<file path="src/design/dqne_pkg.sv">
// Shared constants, codes and command/status types for the DNS query name encoder.
// No dependencies; imported by every module of the block except dqne_ram.
`default_nettype none
package dqne_pkg;

    localparam int MAX_LABEL    = 63;
    localparam int MSG_CAPACITY = 512;
    localparam int COUNT_MAX    = 1023;

    localparam int CNT_W  = 10;
    localparam int LBL_W  = $clog2(MAX_LABEL + 1);
    localparam int LBL_AW = (MAX_LABEL > 1) ? $clog2(MAX_LABEL) : 1;
    localparam int IDX_W  = (LBL_W > 4) ? LBL_W : 4;

    localparam int HEADER_BYTES  = 12;
    localparam int TRAILER_BYTES = 5;

    localparam logic [7:0] DOT_CHAR = 8'd46;
    localparam logic [7:0] END_CHAR = 8'd0;

    // character kinds
    localparam logic [1:0] KIND_CHAR = 2'd0;
    localparam logic [1:0] KIND_DOT  = 2'd1;
    localparam logic [1:0] KIND_END  = 2'd2;

    // byte sources
    localparam logic [1:0] SRC_HDR = 2'd0;
    localparam logic [1:0] SRC_LEN = 2'd1;
    localparam logic [1:0] SRC_LBL = 2'd2;
    localparam logic [1:0] SRC_TRL = 2'd3;

    // register indexes
    localparam logic [1:0] REG_QUERY_ID    = 2'd0;
    localparam logic [1:0] REG_RECURSION   = 2'd1;
    localparam logic [1:0] REG_QUERY_TYPE  = 2'd2;
    localparam logic [1:0] REG_QUERY_CLASS = 2'd3;

    // error codes
    localparam logic [1:0] ERR_OK       = 2'd0;
    localparam logic [1:0] ERR_LABEL    = 2'd1;
    localparam logic [1:0] ERR_CAPACITY = 2'd2;

    typedef struct packed {
        logic              emit;
        logic              last;
        logic [1:0]        src;
        logic [IDX_W-1:0]  idx;
        logic [LBL_AW-1:0] rd_addr;
        logic              take_char;
        logic              clr_label;
    } dqne_cmd_t;

    typedef struct packed {
        logic             out_free;
        logic [LBL_W-1:0] label_len;
        logic [1:0]       char_kind;
    } dqne_stat_t;

endpackage
`default_nettype wire

</file>
<file path="src/design/dqne_ram.sv">
// Generic single-write, single-read RAM with registered read data.
// No dependencies.
`default_nettype none
module dqne_ram #(
    parameter int WIDTH = 8,
    parameter int DEPTH = 64
) (
    input  wire logic                             aclk,
    input  wire logic                             we,
    input  wire logic [$clog2(DEPTH > 1 ? DEPTH : 2)-1:0] waddr,
    input  wire logic [WIDTH-1:0]                 wdata,
    input  wire logic [$clog2(DEPTH > 1 ? DEPTH : 2)-1:0] raddr,
    output logic      [WIDTH-1:0]                 rdata
);

    logic [WIDTH-1:0] mem_reg [DEPTH];

    always_ff @(posedge aclk) begin
        if (we) begin
            mem_reg[waddr] <= wdata;
        end
        rdata <= mem_reg[raddr];
    end

endmodule
`default_nettype wire

</file>
<file path="src/design/dqne_ctrl.sv">
// Sequencer for the query name encoder: walks header, label and trailer bytes.
// Depends on dqne_pkg; drives dqne_dp through dqne_cmd_t.
`default_nettype none
module dqne_ctrl
    import dqne_pkg::*;
(
    input  wire logic       aclk,
    input  wire logic       aresetn,
    input  wire logic       s_tvalid,
    output logic            s_tready,
    input  wire dqne_stat_t stat,
    output dqne_cmd_t       cmd
);

    localparam logic [2:0] ST_IDLE  = 3'd0;
    localparam logic [2:0] ST_HDR   = 3'd1;
    localparam logic [2:0] ST_LEN   = 3'd2;
    localparam logic [2:0] ST_LBL   = 3'd3;
    localparam logic [2:0] ST_TRL   = 3'd4;

    localparam logic [IDX_W-1:0] HDR_LAST = IDX_W'(HEADER_BYTES - 1);
    localparam logic [IDX_W-1:0] TRL_LAST = IDX_W'(TRAILER_BYTES - 1);

    logic [2:0]       state_reg, state_next;
    logic [IDX_W-1:0] idx_reg, idx_next;
    logic [1:0]       kind_reg, kind_next;
    logic             hdr_sent_reg, hdr_sent_next;
    logic             take;
    logic             adv;
    logic             lbl_done;
    logic [IDX_W-1:0] idx_inc;

    assign s_tready = (state_reg == ST_IDLE);
    assign take     = s_tvalid && s_tready;
    assign adv      = stat.out_free;
    assign idx_inc  = idx_reg + IDX_W'(1);
    assign lbl_done = (idx_inc == IDX_W'(stat.label_len));

    always_comb begin
        state_next    = state_reg;
        idx_next      = idx_reg;
        kind_next     = kind_reg;
        hdr_sent_next = hdr_sent_reg;
        cmd           = '0;
        cmd.take_char = take;
        cmd.idx       = idx_reg;
        cmd.rd_addr   = '0;
        unique case (state_reg)
            ST_IDLE: begin
                if (take) begin
                    kind_next = stat.char_kind;
                    idx_next  = '0;
                    if (!hdr_sent_reg) begin
                        hdr_sent_next = 1'b1;
                        state_next    = ST_HDR;
                    end else if (stat.char_kind != KIND_CHAR) begin
                        state_next = ST_LEN;
                    end
                end
            end
            ST_HDR: begin
                cmd.src  = SRC_HDR;
                cmd.emit = adv;
                if (adv) begin
                    idx_next = idx_inc;
                    if (idx_reg == HDR_LAST) begin
                        idx_next   = '0;
                        state_next = (kind_reg == KIND_CHAR) ? ST_IDLE : ST_LEN;
                    end
                end
            end
            ST_LEN: begin
                cmd.src  = SRC_LEN;
                cmd.emit = adv;
                if (adv) begin
                    idx_next = '0;
                    if (stat.label_len == '0) begin
                        cmd.clr_label = 1'b1;
                        state_next    = (kind_reg == KIND_END) ? ST_TRL : ST_IDLE;
                    end else begin
                        state_next = ST_LBL;
                    end
                end
            end
            ST_LBL: begin
                cmd.src     = SRC_LBL;
                cmd.emit    = adv;
                cmd.rd_addr = (adv && !lbl_done) ? LBL_AW'(idx_inc) : LBL_AW'(idx_reg);
                if (adv) begin
                    idx_next = idx_inc;
                    if (lbl_done) begin
                        idx_next      = '0;
                        cmd.clr_label = 1'b1;
                        state_next    = (kind_reg == KIND_END) ? ST_TRL : ST_IDLE;
                    end
                end
            end
            ST_TRL: begin
                cmd.src  = SRC_TRL;
                cmd.emit = adv;
                cmd.last = (idx_reg == TRL_LAST);
                if (adv) begin
                    idx_next = idx_inc;
                    if (idx_reg == TRL_LAST) begin
                        idx_next      = '0;
                        hdr_sent_next = 1'b0;
                        state_next    = ST_IDLE;
                    end
                end
            end
            default: begin
                state_next = ST_IDLE;
            end
        endcase
    end

    always_ff @(posedge aclk) begin
        if (!aresetn) begin
            state_reg    <= ST_IDLE;
            idx_reg      <= '0;
            kind_reg     <= KIND_CHAR;
            hdr_sent_reg <= 1'b0;
        end else begin
            state_reg    <= state_next;
            idx_reg      <= idx_next;
            kind_reg     <= kind_next;
            hdr_sent_reg <= hdr_sent_next;
        end
    end

endmodule
`default_nettype wire

</file>
<file path="src/design/dqne_dp.sv">
// Datapath: config registers, label store, byte source mux, byte pairing
// and output register. Depends on dqne_pkg and dqne_ram.
`default_nettype none
module dqne_dp
    import dqne_pkg::*;
(
    input  wire logic        aclk,
    input  wire logic        aresetn,
    input  wire logic        psel,
    input  wire logic        penable,
    input  wire logic        pwrite,
    input  wire logic [3:0]  paddr,
    input  wire logic [31:0] pwdata,
    output logic      [31:0] prdata,
    input  wire logic [7:0]  s_tdata,
    output logic      [31:0] m_tdata,   // [7:0] first_byte, [15:8] second_byte,
                                        // [17:16] byte_count, [27:18] message_length,
                                        // [29:28] error_code, [31:30] zero
    output logic             m_tvalid,
    output logic             m_tlast,   // message_end
    input  wire logic        m_tready,
    input  wire dqne_cmd_t   cmd,
    output dqne_stat_t       stat
);

    localparam logic [CNT_W-1:0] CNT_CAP = CNT_W'(MSG_CAPACITY);
    localparam logic [CNT_W-1:0] CNT_MAX = CNT_W'(COUNT_MAX);
    localparam logic [LBL_W-1:0] LBL_MAX = LBL_W'(MAX_LABEL);

    logic [15:0] qid_reg;
    logic        rd_reg;
    logic [15:0] qtype_reg;
    logic [15:0] qclass_reg;

    logic [LBL_W-1:0] len_reg, len_next;
    logic [CNT_W-1:0] cnt_reg, cnt_next;
    logic [1:0]       err_reg, err_next;
    logic             pend_vld_reg, pend_vld_next;
    logic [7:0]       pend_reg;

    logic             out_vld_reg;
    logic [7:0]       out_b0_reg, out_b1_reg;
    logic [1:0]       out_cnt_reg;
    logic             out_end_reg;
    logic [CNT_W-1:0] out_len_reg;
    logic [1:0]       out_err_reg;

    logic             cfg_wr;
    logic [1:0]       char_kind;
    logic             lbl_full;
    logic             wr_char;
    logic [7:0]       ram_rdata;
    logic [7:0]       cur_byte;
    logic [CNT_W-1:0] cnt_inc;
    logic [1:0]       err_upd;
    logic [1:0]       err_code;
    logic             out_load;
    logic             out_free;

    // configuration port
    assign cfg_wr = psel && penable && pwrite;

    always_ff @(posedge aclk) begin
        if (!aresetn) begin
            qid_reg    <= 16'h1234;
            rd_reg     <= 1'b1;
            qtype_reg  <= 16'd1;
            qclass_reg <= 16'd1;
        end else if (cfg_wr) begin
            unique case (paddr[3:2])
                REG_QUERY_ID:    qid_reg    <= pwdata[15:0];
                REG_RECURSION:   rd_reg     <= pwdata[0];
                REG_QUERY_TYPE:  qtype_reg  <= pwdata[15:0];
                REG_QUERY_CLASS: qclass_reg <= pwdata[15:0];
                default: ;
            endcase
        end
    end

    always_comb begin
        unique case (paddr[3:2])
            REG_QUERY_ID:    prdata = {16'd0, qid_reg};
            REG_RECURSION:   prdata = {31'd0, rd_reg};
            REG_QUERY_TYPE:  prdata = {16'd0, qtype_reg};
            REG_QUERY_CLASS: prdata = {16'd0, qclass_reg};
            default:         prdata = '0;
        endcase
    end

    // input character
    always_comb begin
        if (s_tdata == END_CHAR) begin
            char_kind = KIND_END;
        end else if (s_tdata == DOT_CHAR) begin
            char_kind = KIND_DOT;
        end else begin
            char_kind = KIND_CHAR;
        end
    end

    assign lbl_full = (len_reg >= LBL_MAX);
    assign wr_char  = cmd.take_char && (char_kind == KIND_CHAR) && !lbl_full;

    dqne_ram #(
        .WIDTH (8),
        .DEPTH (MAX_LABEL)
    ) u_label_ram (
        .aclk  (aclk),
        .we    (wr_char),
        .waddr (LBL_AW'(len_reg)),
        .wdata (s_tdata),
        .raddr (cmd.rd_addr),
        .rdata (ram_rdata)
    );

    // byte source
    always_comb begin
        cur_byte = 8'd0;
        case (cmd.src)
            SRC_HDR: begin
                case (cmd.idx)
                    IDX_W'(0): cur_byte = qid_reg[15:8];
                    IDX_W'(1): cur_byte = qid_reg[7:0];
                    IDX_W'(2): cur_byte = {7'd0, rd_reg};
                    IDX_W'(5): cur_byte = 8'd1;
                    default:   cur_byte = 8'd0;
                endcase
            end
            SRC_LEN: cur_byte = 8'(len_reg);
            SRC_LBL: cur_byte = ram_rdata;
            SRC_TRL: begin
                case (cmd.idx)
                    IDX_W'(1): cur_byte = qtype_reg[15:8];
                    IDX_W'(2): cur_byte = qtype_reg[7:0];
                    IDX_W'(3): cur_byte = qclass_reg[15:8];
                    IDX_W'(4): cur_byte = qclass_reg[7:0];
                    default:   cur_byte = 8'd0;
                endcase
            end
            default: cur_byte = 8'd0;
        endcase
    end

    // count and error after this byte
    assign cnt_inc = (cnt_reg < CNT_MAX) ? cnt_reg + CNT_W'(1) : cnt_reg;
    assign err_upd = err_reg | ((cnt_inc > CNT_CAP) ? 2'b10 : 2'b00);

    always_comb begin
        if (err_upd[1]) begin
            err_code = ERR_CAPACITY;
        end else if (err_upd[0]) begin
            err_code = ERR_LABEL;
        end else begin
            err_code = ERR_OK;
        end
    end

    assign out_free = !out_vld_reg || m_tready;
    assign out_load = cmd.emit && (pend_vld_reg || cmd.last);

    always_comb begin
        len_next      = len_reg;
        cnt_next      = cnt_reg;
        err_next      = err_reg;
        pend_vld_next = pend_vld_reg;
        if (wr_char) begin
            len_next = len_reg + LBL_W'(1);
        end
        if (cmd.take_char && (char_kind == KIND_CHAR) && lbl_full) begin
            err_next = err_reg | 2'b01;
        end
        if (cmd.clr_label) begin
            len_next = '0;
        end
        if (cmd.emit) begin
            cnt_next      = cnt_inc;
            err_next      = err_upd;
            pend_vld_next = !pend_vld_reg && !cmd.last;
            if (cmd.last) begin
                len_next = '0;
                cnt_next = '0;
                err_next = '0;
            end
        end
    end

    always_ff @(posedge aclk) begin
        if (!aresetn) begin
            len_reg      <= '0;
            cnt_reg      <= '0;
            err_reg      <= '0;
            pend_vld_reg <= 1'b0;
            out_vld_reg  <= 1'b0;
        end else begin
            len_reg      <= len_next;
            cnt_reg      <= cnt_next;
            err_reg      <= err_next;
            pend_vld_reg <= pend_vld_next;
            if (out_load) begin
                out_vld_reg <= 1'b1;
            end else if (m_tready) begin
                out_vld_reg <= 1'b0;
            end
        end
    end

    always_ff @(posedge aclk) begin
        if (cmd.emit && !pend_vld_reg) begin
            pend_reg <= cur_byte;
        end
        if (out_load) begin
            out_b0_reg  <= pend_vld_reg ? pend_reg : cur_byte;
            out_b1_reg  <= pend_vld_reg ? cur_byte : 8'd0;
            out_cnt_reg <= pend_vld_reg ? 2'd2 : 2'd1;
            out_end_reg <= cmd.last;
            out_len_reg <= cmd.last ? cnt_inc : '0;
            out_err_reg <= err_code;
        end
    end

    assign m_tvalid = out_vld_reg;
    assign m_tlast  = out_end_reg;
    assign m_tdata  = {2'b00, out_err_reg, out_len_reg, out_cnt_reg, out_b1_reg, out_b0_reg};

    assign stat.out_free  = out_free;
    assign stat.label_len = len_reg;
    assign stat.char_kind = char_kind;

endmodule
`default_nettype wire

</file>
<file path="src/design/dns_query_name_encoder.sv">
// DNS query name encoder: header, length-prefixed labels and question trailer.
// A normal character is stored in the label RAM; the first item of a message adds 12 header bytes.
// Dot: 1 + L bytes, end: 6 + L bytes (L = kept label bytes), one byte per cycle
// through the label RAM read port; output stalls hold the sequencer.
// Reset (aresetn, synchronous): message state cleared, registers to defaults.
// Depends on dqne_pkg, dqne_ctrl, dqne_dp, dqne_ram.
`default_nettype none
module dns_query_name_encoder
    import dqne_pkg::*;
(
    input  wire logic        aclk,
    input  wire logic        aresetn,
    input  wire logic        psel,
    input  wire logic        penable,
    input  wire logic        pwrite,
    input  wire logic [3:0]  paddr,
    input  wire logic [31:0] pwdata,
    output logic      [31:0] prdata,
    output logic             pready,
    input  wire logic        s_tvalid,
    output logic             s_tready,
    input  wire logic [7:0]  s_tdata,   // [7:0] name_char
    output logic             m_tvalid,
    input  wire logic        m_tready,
    output logic      [31:0] m_tdata,   // [7:0] first_byte, [15:8] second_byte,
                                        // [17:16] byte_count, [27:18] message_length,
                                        // [29:28] error_code, [31:30] zero
    output logic             m_tlast    // message_end
);

    dqne_cmd_t  cmd;
    dqne_stat_t stat;

    assign pready = 1'b1;

    dqne_ctrl u_ctrl (
        .aclk     (aclk),
        .aresetn  (aresetn),
        .s_tvalid (s_tvalid),
        .s_tready (s_tready),
        .stat     (stat),
        .cmd      (cmd)
    );

    dqne_dp u_dp (
        .aclk     (aclk),
        .aresetn  (aresetn),
        .psel     (psel),
        .penable  (penable),
        .pwrite   (pwrite),
        .paddr    (paddr),
        .pwdata   (pwdata),
        .prdata   (prdata),
        .s_tdata  (s_tdata),
        .m_tdata  (m_tdata),
        .m_tvalid (m_tvalid),
        .m_tlast  (m_tlast),
        .m_tready (m_tready),
        .cmd      (cmd),
        .stat     (stat)
    );

endmodule
`default_nettype wire

</file>
<file path="config.mk">
export PLATFORM = sky130hd
export DESIGN_NAME = dns_query_name_encoder
export DESIGN_NICKNAME = d
export VERILOG_FILES = /design/src/design/dqne_pkg.sv /design/src/design/dqne_ram.sv /design/src/design/dqne_ctrl.sv /design/src/design/dqne_dp.sv /design/src/design/dns_query_name_encoder.sv
export SDC_FILE = /design/constraint.sdc
export NUM_CORES = 1
export LEC_CHECK = 0
export ABC_AREA = 1
export BUFFER_PORTS_ARGS = -buffer_cell sky130_fd_sc_hd__buf_4
export CORE_UTILIZATION = 40
export CTS_CLUSTER_DIAMETER = 80
export DETAILED_ROUTE_END_ITERATION = 16
export PLACE_DENSITY = 0.57
export SYNTH_ARGS = -nofsm -noshare
export SYNTH_HDL_FRONTEND = slang
export SYNTH_SLANG_ARGS = --single-unit
</file>
<file path="constraint.sdc">
create_clock -name aclk -period 6.3 [get_ports aclk]
set_clock_uncertainty 0.05 [all_clocks]
set_input_delay 0.945 -clock aclk [delete_from_list [all_inputs] [get_ports aclk]]
set_output_delay 0.945 -clock aclk [all_outputs]
set_load 0.01 [all_outputs]
</file>
==> summary.md, run 1 <==
| Metric | Value |
|---|---|
| Fill count | roughly 6600 |
| Share of the synthesized area in the top cell type | 56.87% |
| Vias per inst | 5.316 |
| Worst-Skew Late Latency | 0.61 ns |
| FF-to-FF path depth | 20 |
| Design Area, Final | 32080 µm² |
| R2R Setup Slk | 1.75 ns |
| Average wire per standard cell | 19.40 µm |
| GRT Util Overall | between 20% and 30% |
| Mux cell area share after synthesis | 0% |
| HP Start | u_dp.err_reg[1] |
| WHS | 0.4005 ns |
| Horiz. Die Dim | between 200 and 300 µm |
| Port Buffer Count | 81 |
| Final GP Congestion | 0.8877 |
| Nets | 2967 |
| R2R Path Start | u_ctrl.idx_reg[0] |
| Final hold vios | 0 |
| CTS buffer count | 69 |
| Starting Density | 40.66% |
| Area of the multi-input gates | between 7000 and 8000 µm² |
| Largest net degree at the start of global routing | between 90 and 100 |
| Post-synthesis xor/xnor area fraction | 0.2138% |
| FMAX | 0.2199 GHz |
| Core ar. | 70510 µm² |
| Synth Area in Simple Gates | 20.59% |
| TritonCTS clock tree | yes |
| Period utilization | 72.19% |
| CP Launch Type | flip-flop |
| Worst EP required | just under 7 ns |
| Cells after Synth | 2896 |
| Most used cell, CP | nand2_1 |
| Antenna cells | 0 |
| Hold Path Depth | 2 |
| DR vias | 20740 |
| CTS root buffer | clkbuf_16 |
| Register area | 18090 µm² |
| Share of cells above drive strength 1 | 8.474% |
| Top post-synthesis cells by area | edfxtp_1, nand3_1, inv_1 |
| CTS Hold Buffers Added | 0 |
| Cell Area, Synth | around 29000 µm² |
| Peak supply drop | 0.0002338 V |
| Post-detail-place hpwl | 45350 µm |
| # setup viols final | 0 |
| Pwr dens | roughly 330 nW/µm² |
| Leakage | 12.78 nW |
| DRT iter0 DRCs | 2265 |
| Reg2reg end | u_dp.u_label_ram.rdata[6] |
| Synth Warn # | 0 |
| Main combinational cell family by area after synthesis | simple AND/OR/NAND/NOR gates |
| Total congestion overflow | 0 |
| DR pass1 iterations | 8 |
| Setup TNS | 0 ns |
| Crit-path cells | inv_2, ha_1, inv_1, nand2_1, nand2_1, nor2_1, nand3_1, nor2_2, nand3_2, nand3_4, nand3_4, buf_4, nand2_1, nand3_1, nand3_1, nand2_1, nand2_1, nand3_1, nand3_1, nand2_1 |
| Most common flop cell mapped by yosys | edfxtp_1 |
| Kind of critical path | flip-flop to flip-flop |
| CTS sink cnt | 632 |
| Compound-Gate Fraction of Synth Area | between 5 and 6% |
| Placed cell area | about 30000 µm² |
| Ys async rst share | 0% |
| Clk slew on worst S/H paths | 0.06 ns |
| Drt drc | 0 |
| DRT antenna net count | 0 |
| Die footprint | between 70000 and 80000 µm² |
| Outcome | completed |
| Number of synthesized flops with an enable pin | 543 |
| Final Max Tran Viols | 0 |
| Max reg flops | a little over 500 |
| Cell variety after synth | 43 |
| Utilization after layout | 45.50% |
| Vias in the first global route | approximately 20000 |
| CTS H-tree lvls | 3 |
| Ports | 119 |
| Site row count | 97 |
| RSZ-0062 raised after global routing | false |
| Sequential area share after synthesis | 63.09% |
| Cell taking the most area after synthesis | edfxtp_1 |
| Synth Area per Inst | 9.900 µm² |
| Crit path DAT | 5.05 ns |
| Antenna violations before repair | 0 |
| Worst-margin pin slew | between 1 and 1.5 ns |
| Die height | 269.7 µm |
| Adder-cell share of the synthesized area | less than 1% |
| Layout area overhead | 11.90% |
| Total setup buffers inserted after CTS | 0 |
| Crit path largest cell delay | 0.84 ns |
| Worst Hold Class | flip-flop to flip-flop |
| Hold endpoint | u_dp.err_reg[1] |
| Total wire length | 75700 µm |
| Maxcap violations | 0 |
| Post-CTS Resized | 0 |
| CP max stage cell | nand3_4 |
| CP max FO | 50 |
| Max Root-Sink Buffers | 3 |
| CP Capture Type | flip-flop |
| Tmin final | approximately 4.5 ns |
| Global-route wire length before repair | about 120000 µm |
| Flops & latches, synth | around 630 |
| Slew Limit Headroom | 23.29% |
-- kinds of logic (layout without fill, tap and decap cells) --
| logic type | count (synthesis) | count (layout) |
|---|---|---|
| xor+xnor | 7 | 7 |
| fa+ha+maj | 7 | 7 |
| simple gates | 1264 | 1264 |
| compound gates | 277 | 277 |
| other cells | 2 | 19 |
| buf+inv | 707 | 756 |
| flops | 632 | 632 |
-- cells in the mapped netlist (49+ instances only) --
| cell type | count |
|---|---|
| inv_1 | 505 |
| nand3_1 | 450 |
| nand4_1 | 186 |
| a21oi_1 | 65 |
| clkbuf_1 | 66 |
| nand2_1 | 470 |
| o21ai_0 | 85 |
| edfxtp_1 | 543 |
| dfxtp_1 | 89 |
| o21ai_1 | 49 |
| buf_2 | 63 |
| nor2_1 | 123 |
-- cell type report --
| type | count | area share, % |
|---|---|---|
| clock buffer | 89 | 5.811 |
| timing repair buffer | 116 | 2.871 |
| inverter | 516 | 6.045 |
| clock inverter | 35 | 1.104 |
| tap | 940 | 3.666 |
| multi-input combinational | 1574 | 24.12 |
| sequential | 632 | 56.38 |
-- worst max-delay path, delay by kind of cell, from the launching register on --
family	cells	cell delay (ns)
buffers and inverters	3	0.83
and+or+nand+nor	16	2.68
DFF	1	0.51
adders and majority gates	1	0.38
-- through the flow --
step                power, mW  cells  setup slack, ns
global placement        6.522   3778            1.381
global route            10.87   3902            1.413
detailed placement      6.553   3778            1.298
CTS                     10.53   3902            1.781
finish                  10.47   3902            1.752
floorplan               5.981   2913            2.768
-- worst max-delay path by stage --
stage,start,to,slack (ns),cells past startpoint
detailed placement,s_tdata[3],u_dp.u_label_ram.mem_reg[35][7],1.30,12
floorplan,u_ctrl.state_reg[2],u_dp.m_tlast,2.77,6
finish,u_ctrl.idx_reg[0],u_dp.u_label_ram.rdata[6],1.75,20
CTS,u_ctrl.idx_reg[0],u_dp.u_label_ram.rdata[6],1.78,21
global placement,s_tdata[2],u_dp.u_label_ram.mem_reg[35][4],1.38,12
global route,u_ctrl.idx_reg[0],u_dp.u_label_ram.rdata[7],1.41,21
-- routing by layer --
metal | part of all wire [%] | GRT usage (%) | wire length [µm] | up-vias
li1 | - | - | - | 9882
met1 | 44 | 28.86 | 33610 | 9954
met2 | 46 | 32.45 | 34680 | 775
met3 | 6.9 | 3.767 | 5256 | 130
met4 | 2.8 | 6.609 | 2136 | 2
met5 | 0.0066 | 0 | 5 | -
-- where the power goes --
group / internal [mW] / total, mW / switching, mW
clock: 2.34 / 3.98 / 1.64
combinational: 0.406 / 1.68 / 1.27
sequential: 4.72 / 4.81 / 0.0918
-- cell usage in the layout, fill, tap and decap left out, types with 4 or more instances in the layout --
cell       synthesis  final
inv_2              7      7
o21ai_0           85     85
o211ai_1          16     16
nor3_1             6      6
o21ai_1           49     49
clkinv_1           3     10
clkbuf_16          0     71
clkbuf_1          66     16
clkinv_2           0     15
xor2_1             5      5
dfxtp_1           89     89
o2111ai_1          7      7
edfxtp_1         543    543
nand3_1          450    450
conb_1             2     19
or2_2              9      9
inv_1            505    505
o22ai_1           31     31
bufinv_16          0      6
buf_12             0      4
nor2_1           123    123
ha_1               7      7
o221ai_1          15     15
buf_4             46    112
nand2_1          470    470
nand4_1          186    186
a21oi_1           65     64
No activity file was read; power rests on OpenSTA's default activity.
==> run 2: changes to the inputs <==
- PLACE_DENSITY: 0.57 -> 0.59
- clock period: 6.3 -> 3.8 ns (I/O delays scaled with it)
==> run 2 against run 1 <==
  * Register-to-register slack worse by 1.4 ns
  * Via count is 1.7% higher
  * Die area stayed put
  * Largest power group unchanged
  * Highest routed layer is now met4
==> summary.md, run 2 (same netlist as run 1, synthesis figures left out) <==
| Metric | Value |
|---|---|
| Post-detail-place hpwl | 45160 µm (-0.42%) |
| Slew Limit Headroom | 41.45% (+18 points) |
| Max Root-Sink Buffers | 3 (unchanged) |
| Crit path DAT | 3.93 ns (-1.12 ns) |
| Antenna violations before repair | 0 (unchanged) |
| CTS buffer count | 70 (+1.4%) |
| R2R Setup Slk | 0.32 ns (-1.43 ns) |
| Worst-Skew Late Latency | 0.62 ns (about the same) |
| Cell total after placement | 3844 (+1.7%) |
| Global-route wire length before repair | 118200 µm (+2.0%) |
| Logic pwr share | 16.7% (+0.7 points) |
| Ports | 119 (unchanged) |
| Sw Ratio | 28.42% (-0.22 points) |
| Tmin final | 3.476 ns (-1.072 ns) |
| CTS sink cnt | 632 (unchanged) |
| GRT Util Overall | 20.90% (+0.26 points) |
| Reg2reg end | u_dp.u_label_ram.rdata[3] |
| Worst-margin pin slew | 0.8782 ns (-0.2724 ns) |
| Horiz. Die Dim | 269.7 µm (unchanged) |
| Commonest non-fill, non-tap cell in the layout | edfxtp_1 |
| CP Capture Type | flip-flop |
| Area of the multi-input gates | 7739 µm² (unchanged) |
| Worst EP required | 4.25 ns (-2.55 ns) |
| Register area | 18090 µm² (unchanged) |
| Pwr dens | 530.2 nW/µm² (+62%) |
| Die footprint | 72750 µm² (unchanged) |
| Final GP Congestion | 0.8947 (+0.79%) |
| Internal Power | 12.40 mW (+66%) |
| FF-to-FF path depth | 18 (-10%) |
| CTS H-tree lvls | 3 (unchanged) |
| Nets | 3034 (+2.3%) |
| DR pass1 iterations | 8 (unchanged) |
| WHS | 0.1522 ns (-0.2483 ns) |
| # setup viols final | 0 (unchanged) |
| Final hold vios | 0 (unchanged) |
| Antenna cells | 0 (unchanged) |
| Layout area overhead | 13.96% |
| Hold Path Depth | 3 (+1) |
| Post-Place Setup Slack | 0.3957 ns (-0.9020 ns) |
| Share of cells above drive strength 1 | 10.16% (+1.7 points) |
| Total setup buffers inserted after CTS | 0 (unchanged) |
| Net switching power figure | 4.922 mW (+64%) |
| DR vias | 21100 (+1.7%) |
| Max reg flops | 504 (unchanged) |
| CTS Hold Buffers Added | 0 (unchanged) |
| Crit path largest cell delay | 0.42 ns (-0.42 ns) |
| Flop pwr share | 46.0% (about the same) |
| Outcome | completed |
| Post-CTS Resized | 0 (unchanged) |
| Clk slew on worst S/H paths | 0.06 ns (about the same) |
| Core ar. | 70510 µm² (unchanged) |
| RSZ-0062 raised after global routing | false |
| Total wire length | 76410 µm (+0.94%) |
| Kind of critical path | flip-flop to flip-flop |
| Largest net degree at the start of global routing | 97 (-2.0%) |
| Total congestion overflow | 0 (unchanged) |
| Crit-path cells | buf_4, ha_1, nand3_1, nand2_1, nand2_1, nand2_1, nand2_1, nor2_1, nand3_2, nand2_4, o211ai_1, inv_2, buf_12, nand3_1, nand3_1, nand3_1, nand3_1, nand2_1 |
| Setup TNS | 0 ns (unchanged) |
| Average wire per standard cell | 19.28 µm (-0.62%) |
| Most frequent cells in the layout | edfxtp_1, inv_1, nand2_1, nand3_1, nand4_1 |
| Period utilization | 91.47% (+19 points) |
| CP max FO | 32 (-36%) |
| CTS root buffer | clkbuf_16 |
| FMAX | 0.2877 GHz (+31%) |
| Maxcap violations | 0 (unchanged) |
| Site row count | 97 (unchanged) |
| DRT antenna net count | 0 (unchanged) |
| DRT iter0 DRCs | 2099 (-7.3%) |
| CP Launch Type | flip-flop |
| R2R Path Start | u_ctrl.idx_reg[0] |
| Vias in the first global route | 20230 (+3.6%) |
| Starting Density | 40.66% (unchanged) |
| Hold endpoint | u_dp.qid_reg[12] |
| Final Max Tran Viols | 0 (unchanged) |
| Die height | 269.7 µm (unchanged) |
| Drt drc | 0 (unchanged) |
| Worst Hold Class | input pin to flip-flop |
| Fill count | 6545 (-0.79%) |
| Vias per inst | 5.325 (+0.17%) |
| Clock share of power | 37.3% (-0.7 points) |
| TritonCTS clock tree | yes |
| Layout Cells excl Fill | 3963 (+1.6%) |
| Port Buffer Count | 81 (unchanged) |
| Worst setup margin | 0.3240 ns (-1.428 ns) |
| CP max stage cell | inv_2 |
| Leakage | 13.14 nW (+2.8%) |
| HP Start | pwdata[12] |
| Peak supply drop | 0.0004125 V (+76%) |
| Tot Pwr | 17.32 mW (+65%) |
## run 2: cell count changes in the layout (fill, tap and decap cells not counted), sizes merged
cell and delta:
buf +66, clkinv -7, clkbuf +3, bufinv -1
clkinvlp +1, inv -1
## run 2: area by class of cell
cell class	count	share of cell area, %
flip-flops and latches	632	55.36
multi-input cells	1574	23.69
inverters	516	5.936
clock buffers	92	5.741
repair buffers	182	4.871
well taps	940	3.600
clock inverters	27	0.8042
## run 2: critical path, delay by kind of cell (launching register included)
family,cells,cell delay (ns)
fa+ha+maj,1,0.29
compound gates,1,0.28
simple gates,13,1.56
buf+inv,3,0.85
flops,1,0.34
## run 2: worst max-delay path by stage
| stage | from | to | slack [ns] | cells past startpoint |
|---|---|---|---|---|
| floorplan | u_ctrl.state_reg[2] | u_dp.m_tlast | 0.27 | 6 |
| global placement | u_ctrl.idx_reg[0] | u_dp.u_label_ram.rdata[2] | 0.38 | 18 |
| detailed placement | u_ctrl.idx_reg[1] | u_dp.u_label_ram.rdata[2] | 0.40 | 18 |
| CTS | u_ctrl.idx_reg[1] | u_dp.u_label_ram.rdata[2] | 0.38 | 18 |
| global route | u_ctrl.idx_reg[1] | u_dp.u_label_ram.rdata[6] | 0.06 | 18 |
| finish | u_ctrl.idx_reg[0] | u_dp.u_label_ram.rdata[3] | 0.32 | 18 |
## run 2: metrics by stage
step	instance area, µm²	util, %
after floorplan	28730	-
after global placement	30530	43.30
after detailed placement	30530	43.30
after CTS	32670	46.33
after global routing	32670	46.33
final	32670	46.33
## run 2: power by group through the flow
stage	Combinational [mW]	Clock [mW]	Sequential (mW)
2_1_floorplan	1.84	0	8.08
3_3_place_gp	2.82	0	8.09
3_5_place_dp	2.87	0	8.10
4_1_cts	2.88	6.59	7.96
5_1_grt	3.17	6.85	7.98
6_report	2.90	6.47	7.96
## run 2: layer usage
layer  track usage, %  vias up  wire length, µm
met4            6.370        0             1966
met2            32.96      788            35270
li1                 -    10000                -
met5                0        -                0
met3            3.678      122             5587
met1            29.36    10190            33590
